File: src/hdl/cgp_pkg.sv
package cgp_pkg;

    localparam logic [1:0] ACT_GATE = 2'd0;
    localparam logic [1:0] ACT_TAP  = 2'd1;
    localparam logic [1:0] ACT_EVAL = 2'd2;

    localparam logic [2:0] REG_MASK    = 3'd0;
    localparam logic [2:0] REG_INPUTS  = 3'd1;
    localparam logic [2:0] REG_OUTPUTS = 3'd2;
    localparam logic [2:0] REG_ROWS    = 3'd3;
    localparam logic [2:0] REG_COLUMNS = 3'd4;

    localparam int FN_AND  = 0;
    localparam int FN_OR   = 1;
    localparam int FN_XOR  = 2;
    localparam int FN_NOTA = 3;
    localparam int FN_NAND = 4;
    localparam int FN_XNOR = 5;
    localparam int FN_COUNT = 7;

    localparam int PADDR_W = 5;

    typedef struct packed {
        logic [6:0] func_enable_mask;
        logic [3:0] input_count;
        logic [3:0] output_count;
        logic [3:0] row_count;
        logic [4:0] column_count;
    } cfg_t;

    typedef struct packed {
        logic [2:0] func;
        logic [7:0] src_a;
        logic [7:0] src_b;
    } gate_entry_t;

    // code selects the code-th enabled function; past the last one gives 0
    function automatic logic gate_eval(logic [6:0] mask, logic [2:0] code,
                                       logic a, logic b);
        logic [2:0] n;
        logic       r;
        logic       hit;
        n   = '0;
        r   = 1'b0;
        hit = 1'b0;
        for (int k = 0; k < FN_COUNT; k++)
        begin
            if (mask[k])
            begin
                if (!hit && n == code)
                begin
                    hit = 1'b1;
                    case (k)
                        FN_AND:  r = a & b;
                        FN_OR:   r = a | b;
                        FN_XOR:  r = a ^ b;
                        FN_NOTA: r = ~a;
                        FN_NAND: r = ~(a & b);
                        FN_XNOR: r = ~(a ^ b);
                        default: r = ~(a | b);
                    endcase
                end
                n = n + 3'd1;
            end
        end
        return r;
    endfunction

endpackage

File: src/hdl/cgp_cfg_regs.sv
module cgp_cfg_regs
    import cgp_pkg::*;
(
    input  logic               clk,
    input  logic               rst_n,
    input  logic               psel,
    input  logic               penable,
    input  logic               pwrite,
    input  logic [PADDR_W-1:0] paddr,
    input  logic [31:0]        pwdata,
    output logic [31:0]        prdata,
    output logic               pready,
    output cfg_t               cfg
);

    cfg_t       cfg_reg;
    logic       wr_en;
    logic [2:0] reg_idx;

    assign pready  = 1'b1;
    assign reg_idx = paddr[PADDR_W-1:2];
    assign wr_en   = psel && penable && pwrite && pready;
    assign cfg     = cfg_reg;

    always_ff @(posedge clk or negedge rst_n)
    begin
        if (!rst_n)
        begin
            cfg_reg.func_enable_mask <= 7'd127;
            cfg_reg.input_count      <= 4'd8;
            cfg_reg.output_count     <= 4'd8;
            cfg_reg.row_count        <= 4'd8;
            cfg_reg.column_count     <= 5'd16;
        end
        else if (wr_en)
        begin
            case (reg_idx)
                REG_MASK:    cfg_reg.func_enable_mask <= pwdata[6:0];
                REG_INPUTS:  cfg_reg.input_count      <= pwdata[3:0];
                REG_OUTPUTS: cfg_reg.output_count     <= pwdata[3:0];
                REG_ROWS:    cfg_reg.row_count        <= pwdata[3:0];
                REG_COLUMNS: cfg_reg.column_count     <= pwdata[4:0];
                default:     ;
            endcase
        end
    end

    always_comb
    begin
        case (reg_idx)
            REG_MASK:    prdata = {25'd0, cfg_reg.func_enable_mask};
            REG_INPUTS:  prdata = {28'd0, cfg_reg.input_count};
            REG_OUTPUTS: prdata = {28'd0, cfg_reg.output_count};
            REG_ROWS:    prdata = {28'd0, cfg_reg.row_count};
            REG_COLUMNS: prdata = {27'd0, cfg_reg.column_count};
            default:     prdata = '0;
        endcase
    end

endmodule

File: src/hdl/cgp_gate_mem.sv
module cgp_gate_mem
    import cgp_pkg::*;
#(
    parameter int DEPTH = 128,
    parameter int AW    = 7
)
(
    input  logic        clk,
    input  logic        we,
    input  logic [AW-1:0] waddr,
    input  gate_entry_t wdata,
    input  logic [AW-1:0] raddr,
    output gate_entry_t rdata
);

    gate_entry_t mem [DEPTH];
    gate_entry_t rdata_reg;

    assign rdata = rdata_reg;

    always_ff @(posedge clk)
    begin
        if (we)
        begin
            mem[waddr] <= wdata;
        end
        rdata_reg <= mem[raddr];
    end

endmodule

File: src/hdl/cgp_cell_mem.sv
module cgp_cell_mem
#(
    parameter int DEPTH = 128,
    parameter int AW    = 7
)
(
    input  logic          clk,
    input  logic          we,
    input  logic [AW-1:0] waddr,
    input  logic          wdata,
    input  logic [AW-1:0] raddr_a,
    input  logic [AW-1:0] raddr_b,
    output logic          rdata_a,
    output logic          rdata_b
);

    logic mem [DEPTH];
    logic rdata_a_reg;
    logic rdata_b_reg;

    assign rdata_a = rdata_a_reg;
    assign rdata_b = rdata_b_reg;

    always_ff @(posedge clk)
    begin
        if (we)
        begin
            mem[waddr] <= wdata;
        end
        rdata_a_reg <= mem[raddr_a];
        rdata_b_reg <= mem[raddr_b];
    end

endmodule

File: src/hdl/cgp_gate_grid_evaluator.sv
// Channel  | Dir | Handshake                  | Payload
// item     | in  | item_valid / item_stall    | action slot gate_function source_a
//          |     |                            | source_b input_vector
// result   | out | result_valid / result_stall| output_vector
// config   | in  | APB psel/penable/pwrite    | paddr pwdata prdata pready
//
// Gate and tap writes never stall the input. An evaluate item raises result_valid
// once rows*columns gates and output_count taps (saturated counts) have drained,
// and the input reopens in the same cycle: the sequencer issues one gate or tap per
// cycle through the gate memory read, the cell memory read and the write-back.
// No clearing pass after reset: a cell reads as computed only below the
// current gate index, so stale cell memory contents are never seen.
// The next item is taken while a result waits; a finished evaluation holds
// until the result register is free.
module cgp_gate_grid_evaluator
    import cgp_pkg::*;
#(
    parameter int MAX_ROWS    = 8,
    parameter int MAX_COLUMNS = 16,
    parameter int IO_WIDTH    = 8
)
(
    input  logic               clk,
    input  logic               rst_n,
    input  logic               item_valid,
    output logic               item_stall,
    input  logic [1:0]         action,
    input  logic [6:0]         slot,
    input  logic [2:0]         gate_function,
    input  logic [7:0]         source_a,
    input  logic [7:0]         source_b,
    input  logic [7:0]         input_vector,
    output logic               result_valid,
    input  logic               result_stall,
    output logic [7:0]         output_vector,
    input  logic               psel,
    input  logic               penable,
    input  logic               pwrite,
    input  logic [PADDR_W-1:0] paddr,
    input  logic [31:0]        pwdata,
    output logic [31:0]        prdata,
    output logic               pready
);

    localparam int CELL_DEPTH = MAX_ROWS * MAX_COLUMNS;
    localparam int CA_W  = (CELL_DEPTH > 1) ? $clog2(CELL_DEPTH) : 1;
    localparam int CNT_W = $clog2(CELL_DEPTH + 1);
    localparam int CMP_W = (CNT_W > 8) ? CNT_W : 8;
    localparam int RW    = $clog2(MAX_ROWS + 1);
    localparam int CW    = $clog2(MAX_COLUMNS + 1);
    localparam int TAP_W = (IO_WIDTH > 1) ? $clog2(IO_WIDTH) : 1;
    localparam int TPW   = $clog2(IO_WIDTH + 1);

    typedef enum logic [1:0] {ST_IDLE, ST_RUN, ST_DONE} state_t;

    typedef struct packed {
        logic            is_node;
        logic            in_bit;
        logic [CA_W-1:0] addr;
    } sel_dec_t;

    cfg_t cfg;

    state_t state_reg, state_next;
    logic [CNT_W-1:0] gate_ptr_reg, gate_ptr_next;
    logic [TPW-1:0]   tap_ptr_reg, tap_ptr_next;
    logic s1_valid_reg, s1_valid_next;
    logic s2_valid_reg, s2_valid_next;
    logic result_valid_reg, result_valid_next;

    logic [CNT_W-1:0] total_reg;
    logic [7:0]       vec_reg;
    logic [IO_WIDTH-1:0] res_acc_reg;
    logic [7:0]       result_reg;
    logic [7:0]       tap_store_reg [IO_WIDTH];

    logic            s1_tap_reg;
    logic [CA_W-1:0] s1_gidx_reg;
    logic [TAP_W-1:0] s1_tidx_reg;

    logic            s2_tap_reg;
    logic [CA_W-1:0] s2_gidx_reg;
    logic [TAP_W-1:0] s2_tidx_reg;
    logic [2:0]      s2_func_reg;
    logic            s2_a_cell_reg, s2_a_bit_reg, s2_a_fwd_reg, s2_a_fwdv_reg;
    logic            s2_b_cell_reg, s2_b_bit_reg, s2_b_fwd_reg, s2_b_fwdv_reg;

    logic item_accept;
    logic gate_we;
    logic tap_we;
    logic eval_start;
    logic issue_gate;
    logic issue_tap;
    logic drained;
    logic out_free;

    logic [RW-1:0]    rows_eff;
    logic [CW-1:0]    cols_eff;
    logic [3:0]       ins_eff;
    logic [3:0]       outs_eff;
    logic [CNT_W-1:0] total_next;

    gate_entry_t gate_wdata;
    gate_entry_t gate_rdata;
    logic [7:0]       s1_src_a;
    logic [CNT_W-1:0] s1_limit;
    sel_dec_t         dec_a;
    sel_dec_t         dec_b;

    logic cell_rd_a, cell_rd_b;
    logic op_a, op_b;
    logic cell_we;
    logic cell_wval;

    function automatic sel_dec_t decode_sel(logic [7:0] sel, logic [3:0] ins,
                                            logic [CNT_W-1:0] limit,
                                            logic [7:0] vec);
        sel_dec_t         d;
        logic [CMP_W-1:0] idx;
        d   = '0;
        idx = '0;
        if (sel < 8'(ins))
        begin
            d.in_bit = vec[sel[2:0]];
        end
        else
        begin
            // cell index = column*rows + row, so the column bound is idx < rows*cols
            idx = CMP_W'(sel) - CMP_W'(ins);
            if (idx < CMP_W'(limit))
            begin
                d.is_node = 1'b1;
                d.addr    = idx[CA_W-1:0];
            end
        end
        return d;
    endfunction

    cgp_cfg_regs u_cfg (
        .clk     (clk),
        .rst_n   (rst_n),
        .psel    (psel),
        .penable (penable),
        .pwrite  (pwrite),
        .paddr   (paddr),
        .pwdata  (pwdata),
        .prdata  (prdata),
        .pready  (pready),
        .cfg     (cfg)
    );

    assign gate_wdata.func  = gate_function;
    assign gate_wdata.src_a = source_a;
    assign gate_wdata.src_b = source_b;

    cgp_gate_mem #(
        .DEPTH (CELL_DEPTH),
        .AW    (CA_W)
    ) u_gate_mem (
        .clk   (clk),
        .we    (gate_we),
        .waddr (CA_W'(slot)),
        .wdata (gate_wdata),
        .raddr (gate_ptr_reg[CA_W-1:0]),
        .rdata (gate_rdata)
    );

    cgp_cell_mem #(
        .DEPTH (CELL_DEPTH),
        .AW    (CA_W)
    ) u_cell_mem (
        .clk     (clk),
        .we      (cell_we),
        .waddr   (s2_gidx_reg),
        .wdata   (cell_wval),
        .raddr_a (dec_a.addr),
        .raddr_b (dec_b.addr),
        .rdata_a (cell_rd_a),
        .rdata_b (cell_rd_b)
    );

    // effective counts
    always_comb
    begin
        if (cfg.row_count == 4'd0)
            rows_eff = RW'(1);
        else if (32'(cfg.row_count) > MAX_ROWS)
            rows_eff = RW'(MAX_ROWS);
        else
            rows_eff = RW'(cfg.row_count);

        if (32'(cfg.column_count) > MAX_COLUMNS)
            cols_eff = CW'(MAX_COLUMNS);
        else
            cols_eff = CW'(cfg.column_count);

        if (32'(cfg.input_count) > IO_WIDTH)
            ins_eff = 4'(IO_WIDTH);
        else
            ins_eff = cfg.input_count;

        if (32'(cfg.output_count) > IO_WIDTH)
            outs_eff = 4'(IO_WIDTH);
        else
            outs_eff = cfg.output_count;

        total_next = CNT_W'(32'(rows_eff) * 32'(cols_eff));
    end

    assign item_stall  = (state_reg != ST_IDLE);
    assign item_accept = item_valid && !item_stall;
    assign gate_we     = item_accept && action == ACT_GATE && 32'(slot) < CELL_DEPTH;
    assign tap_we      = item_accept && action == ACT_TAP && 32'(slot) < IO_WIDTH;
    assign eval_start  = item_accept && action == ACT_EVAL;

    assign issue_gate = (state_reg == ST_RUN) && gate_ptr_reg < total_reg;
    assign issue_tap  = (state_reg == ST_RUN) && !issue_gate
                        && 32'(tap_ptr_reg) < 32'(outs_eff);
    assign drained    = !issue_gate && !issue_tap && !s1_valid_reg && !s2_valid_reg;
    assign out_free   = !result_valid_reg || !result_stall;

    // stage 1: gate entry is here, decode sources and read cells
    assign s1_src_a = s1_tap_reg ? tap_store_reg[s1_tidx_reg] : gate_rdata.src_a;
    assign s1_limit = s1_tap_reg ? total_reg : CNT_W'(s1_gidx_reg);
    assign dec_a    = decode_sel(s1_src_a, ins_eff, s1_limit, vec_reg);
    assign dec_b    = decode_sel(gate_rdata.src_b, ins_eff, s1_limit, vec_reg);

    // stage 2: evaluate and write back
    assign op_a = s2_a_cell_reg ? (s2_a_fwd_reg ? s2_a_fwdv_reg : cell_rd_a) : s2_a_bit_reg;
    assign op_b = s2_b_cell_reg ? (s2_b_fwd_reg ? s2_b_fwdv_reg : cell_rd_b) : s2_b_bit_reg;
    assign cell_wval = gate_eval(cfg.func_enable_mask, s2_func_reg, op_a, op_b);
    assign cell_we   = s2_valid_reg && !s2_tap_reg;

    always_comb
    begin
        state_next        = state_reg;
        gate_ptr_next     = gate_ptr_reg;
        tap_ptr_next      = tap_ptr_reg;
        s1_valid_next     = issue_gate || issue_tap;
        s2_valid_next     = s1_valid_reg;
        result_valid_next = result_valid_reg && result_stall;
        case (state_reg)
            ST_IDLE:
            begin
                if (eval_start)
                begin
                    state_next    = ST_RUN;
                    gate_ptr_next = '0;
                    tap_ptr_next  = '0;
                end
            end
            ST_RUN:
            begin
                if (issue_gate)
                    gate_ptr_next = gate_ptr_reg + CNT_W'(1);
                else if (issue_tap)
                    tap_ptr_next = tap_ptr_reg + TPW'(1);
                else if (drained)
                    state_next = ST_DONE;
            end
            ST_DONE:
            begin
                if (out_free)
                begin
                    result_valid_next = 1'b1;
                    state_next        = ST_IDLE;
                end
            end
            default: state_next = ST_IDLE;
        endcase
    end

    always_ff @(posedge clk or negedge rst_n)
    begin
        if (!rst_n)
        begin
            state_reg        <= ST_IDLE;
            gate_ptr_reg     <= '0;
            tap_ptr_reg      <= '0;
            s1_valid_reg     <= 1'b0;
            s2_valid_reg     <= 1'b0;
            result_valid_reg <= 1'b0;
        end
        else
        begin
            state_reg        <= state_next;
            gate_ptr_reg     <= gate_ptr_next;
            tap_ptr_reg      <= tap_ptr_next;
            s1_valid_reg     <= s1_valid_next;
            s2_valid_reg     <= s2_valid_next;
            result_valid_reg <= result_valid_next;
        end
    end

    always_ff @(posedge clk)
    begin
        if (tap_we)
            tap_store_reg[TAP_W'(slot)] <= source_a;

        if (eval_start)
        begin
            total_reg   <= total_next;
            vec_reg     <= input_vector;
            res_acc_reg <= '0;
        end
        else if (s2_valid_reg && s2_tap_reg)
        begin
            res_acc_reg[s2_tidx_reg] <= op_a;
        end

        s1_tap_reg  <= issue_tap;
        s1_gidx_reg <= gate_ptr_reg[CA_W-1:0];
        s1_tidx_reg <= tap_ptr_reg[TAP_W-1:0];

        s2_tap_reg    <= s1_tap_reg;
        s2_gidx_reg   <= s1_gidx_reg;
        s2_tidx_reg   <= s1_tidx_reg;
        s2_func_reg   <= gate_rdata.func;
        s2_a_cell_reg <= dec_a.is_node;
        s2_a_bit_reg  <= dec_a.in_bit;
        s2_b_cell_reg <= dec_b.is_node;
        s2_b_bit_reg  <= dec_b.in_bit;
        // the cell written this cycle is not yet in the memory read data
        s2_a_fwd_reg  <= cell_we && dec_a.addr == s2_gidx_reg;
        s2_b_fwd_reg  <= cell_we && dec_b.addr == s2_gidx_reg;
        s2_a_fwdv_reg <= cell_wval;
        s2_b_fwdv_reg <= cell_wval;

        if (state_reg == ST_DONE && out_free)
            result_reg <= 8'(res_acc_reg);
    end

    assign result_valid  = result_valid_reg;
    assign output_vector = result_reg;

endmodule

File: config.mk
export PLATFORM = sky130hd
export DESIGN_NAME = cgp_gate_grid_evaluator
export DESIGN_NICKNAME = d
export VERILOG_FILES = /design/src/hdl/cgp_pkg.sv /design/src/hdl/cgp_cfg_regs.sv /design/src/hdl/cgp_gate_mem.sv /design/src/hdl/cgp_cell_mem.sv /design/src/hdl/cgp_gate_grid_evaluator.sv
export SDC_FILE = /design/constraint.sdc
export NUM_CORES = 2
export LEC_CHECK = 0
export ABC_AREA = 1
export BUFFER_PORTS_ARGS = -buffer_cell sky130_fd_sc_hd__buf_4
export CAP_MARGIN = 10
export CORE_AREA = 5 5 511 513
export CTS_BUF_LIST = sky130_fd_sc_hd__clkbuf_4
export CTS_CLUSTER_SIZE = 28
export DETAILED_ROUTE_END_ITERATION = 10
export DIE_AREA = 0 0 516 518
export SYNTH_ARGS = -nofsm -noshare
export SYNTH_HDL_FRONTEND = slang
export SYNTH_HIERARCHICAL = 1
export SYNTH_SLANG_ARGS = --single-unit
File: constraint.sdc
create_clock -name clk -period 5.6 [get_ports clk]
set_input_delay 0.28 -clock clk [delete_from_list [all_inputs] [get_ports clk]]
set_output_delay 0.28 -clock clk [all_outputs]
set_load 0.005 [all_outputs]
==> metrics.md <==
| Metric | Value |
|---|---|
| Status | `complete, no violations` |
| Crit path max-delay cell type | `inv_4` |
| Max FFs per register | `2432` |
| Maximum VDD drop | `0.000425 V` |
| Starting density of the core | `44.8%` |
| Synth top area share | `69.4%` |
| First-pass GRT wire length | `500000 um` |
| Worst-path clk slew | `0.07 ns` |
| Clk root buf | `clkbuf_4` |
| Worst Path Arrival | `6.50 ns` |
| Power Dens Cells | `466 mW/mm^2` |
| GRT Resource Usage Total | `24.6%` |
| CP Data Required Time | `6.97 ns` |
| Synth Area per Inst | `11.4 um^2` |
| Grt total ovfl | `0` |
| CTS max path bufs | `4` |
| Die width | `516 um` |
| Post-Syn Area | `0.115 mm^2` |
| Cells after synthesis | `10100` |
| Height of the die | `518 um` |
| Most used DFF post-synth | `edfxtp_1` |
| Drt initial violations | `9277` |
| Synth Register Bits | `2750` |
| Site Rows | `186` |
| Hold Crit Class | `in -> reg` |
| Clk_lat worst skew | `1.51 ns` |
| Final Hold Fails | `0` |
| Storage cell area | `0.0818 mm^2` |
| Distinct cells, synth | `51` |
| Antenna-violating nets left | `0` |
| Synth-to-Final Area Change | `13.3%` |
| H-tree depth | `6` |
| Detailed Place HPWL | `185000 um` |
| Vias | `81300` |
| Post-synth EDFFs | `2648` |
| Clk_skew | `0.135 ns` |
| CTS tree | `built` |
| Leading area contributor after synthesis | `edfxtp_1` |
| Final setup TNS | `0 ns` |
| Via density per instance | `5.60` |
| CP Launch Type | `register` |
| Synth top cells by count | `3064 x nand2_1, 2696 x nand3_1, 2648 x edfxtp_1, 373 x nor2_1, 308 x buf_2` |
| Reg-to-Reg End | `u_cell_mem/rdata_b` |
| Drt total wl | `338000 um` |
| Vias in the first global route | `77900` |
| Slew HR | `14.0%` |
| R2R Setup Slk | `0.47 ns` |
| CP endpoint kind | `register` |
| Setup Slack @ Placement | `0.375 ns` |
| Area contributors post-synth | `edfxtp_1 69%, nand3_1 12%, nand2_1 10%, buf_2 1.3%, nor2_1 1.2%` |
| Layout cells sized above 1 | `14.7%` |
| Largest net degree at the start of global routing | `162` |
| Core area | `0.256 mm^2` |
| Min Tclk post-route | `5.13 ns` |
| Num CTS Buffers | `706` |
| Router iterations before antenna repair | `6` |
| Layout fillers | `22500` |
| Residual DRC | `0` |
| Setup ws final | `0.470 ns` |
| RSZ-0062 raised after global routing | `no` |
| I/O pin total | `123` |
| Worst r2r path cells | `29` |
| Worst Tran Pin Value | `1.29 ns` |
| Crit path capture | `u_cell_mem/rdata_b` |
| Setup Viol. Count Final | `0` |
| Initial antenna violation count | `21` |
| Worst setup path startpoint | `u_cfg/cfg[14]` |
| Sink Count | `2750` |
| Fin nets | `10800` |
| I/O Buffers | `69` |
| Sequential share of the synthesized area | `71.4%` |
| Crit path max fanout | `64` |
| F_max | `195 MHz` |
| Area of the multi-input gates | `0.0293 mm^2` |
| Crit path largest cell delay | `0.67 ns` |
| CP most frequent cell | `nand2_1` |
| Synth Warn # | `6` |
| Fin crit share | `91.6%` |
| RePlAce Congestion | `0.878` |
| Die area | `0.267 mm^2` |
| Top-count cell post-synth | `nand2_1` |
| Pleak | `0.0469 uW` |
| Max_cap viols | `0` |
| Pins Over Slew Limit | `0` |
| Ys async rst share | `1.49%` |
| Worst R2R Start | `u_cfg/cfg[14]` |
| Routed length per placed instance | `23.3 um` |
| Kind of critical path | `reg -> reg` |
how the worst min path moves through the flow:
stage / startpoint / end / slack [ns] / cells after the start
final: slot[0] / u_gate_mem/mem[74][12] / 0.17 / 5
after global routing: slot[0] / u_gate_mem/mem[74][12] / 0.12 / 5
after CTS: penable / u_cfg/cfg[17] / 0.0002 / 5
after detailed placement: s1_gidx_reg[1] / s2_gidx_reg[1] / 0.34 / 0
after global placement: rst_n / gate_ptr_reg[3] / 0.34 / 1
after floorplan: rst_n / gate_ptr_reg[0] / -0.02 / 0
power by group:
group | switching [uW] | internal [uW]
logic | 14400 | 5590
clock network | 8070 | 8970
registers | 374 | 23100
total | 22900 | 37700
layer usage:
metal | track usage [%] | part of all wire [%] | wire [um]
met1 | 35.2 | 42 | 141000
met2 | 37.2 | 45 | 153000
met3 | 4.96 | 9.6 | 32300
met4 | 9.38 | 3.6 | 12300
met5 | 0 | 0.022 | 75
what timing repair did:
item	CTS	global route
endpoints found under the setup margin	0	2
hold buffers	153	0
buffers inserted	0	3
resized for setup	0	14
hold endpoints to repair	5035	0
critical path: cells and delay by family (launching register included):
family,cells,cell delay [ns]
flip-flops,1,0.44
buffers and inverters,3,1.16
adder cells (fa/ha/maj),2,0.61
AND/OR/NAND/NOR,18,1.75
AO/OA/AOI/OAI,5,0.81
XOR/XNOR,1,0.16
area by class of cell:
type                       instances  share of cell area [%]
sequential                      2750                    63.0
clock inverter                   152                   0.739
antenna                           19                  0.0366
timing repair inverter             1                 0.00578
clock buffer                    1054                    6.10
timing repair buffer             470                    3.68
inverter                         206                   0.626
multi-input combinational       6487                    22.6
tap                             3384                    3.26
metrics by stage:
stage,area (um^2),hold slack (ns),instances,utilization (%),total power (uW)
after global routing,130000,0.124,14500,50.7,64000
final,130000,0.175,14500,50.8,60600
after CTS,130000,0.000209,14500,50.7,60500
after detailed placement,119000,0.344,13100,46.5,43300
after global placement,119000,0.336,13100,46.5,43000
after floorplan,115000,-0.0156,10100,-,37200
cells in the final DEF (no fill, tap or decap), drive strengths merged, types with 2 or more instances in the layout:
| master | count |
|---|---|
| bufinv | 9 |
| or2 | 6 |
| and3 | 2 |
| diode | 19 |
| clkinv | 123 |
| o211ai | 9 |
| nor3 | 40 |
| o21ai | 85 |
| edfxtp | 2648 |
| nand4 | 10 |
| clkinvlp | 10 |
| nand3b | 5 |
| xnor2 | 5 |
| conb | 26 |
| xor2 | 20 |
| dfstp | 11 |
| a21oi | 45 |
| o221ai | 4 |
| buf | 335 |
| a31oi | 5 |
| dlygate4sd3 | 134 |
| nand3 | 2701 |
| dfxtp | 61 |
| dfrtp | 30 |
| nand2 | 3070 |
| nor4 | 2 |
| inv | 217 |
| clkbuf | 1055 |
| nor2 | 383 |
| ha | 52 |
| fa | 8 |
logic make-up (layout without fill, tap and decap cells):
kind of cell / Yosys count / count (layout) / share of synthesized area, %
simple gates: 6221 / 6221 / 23.5
flops: 2750 / 2750 / 71.4
buf+inv: 851 / 1883 / 3.40
compound gates: 155 / 155 / 0.748
fa+ha+maj: 60 / 60 / 0.708
xor+xnor: 25 / 25 / 0.191
other cells: 2 / 45 / 0.00656
Power figures use the tool's default switching activity.
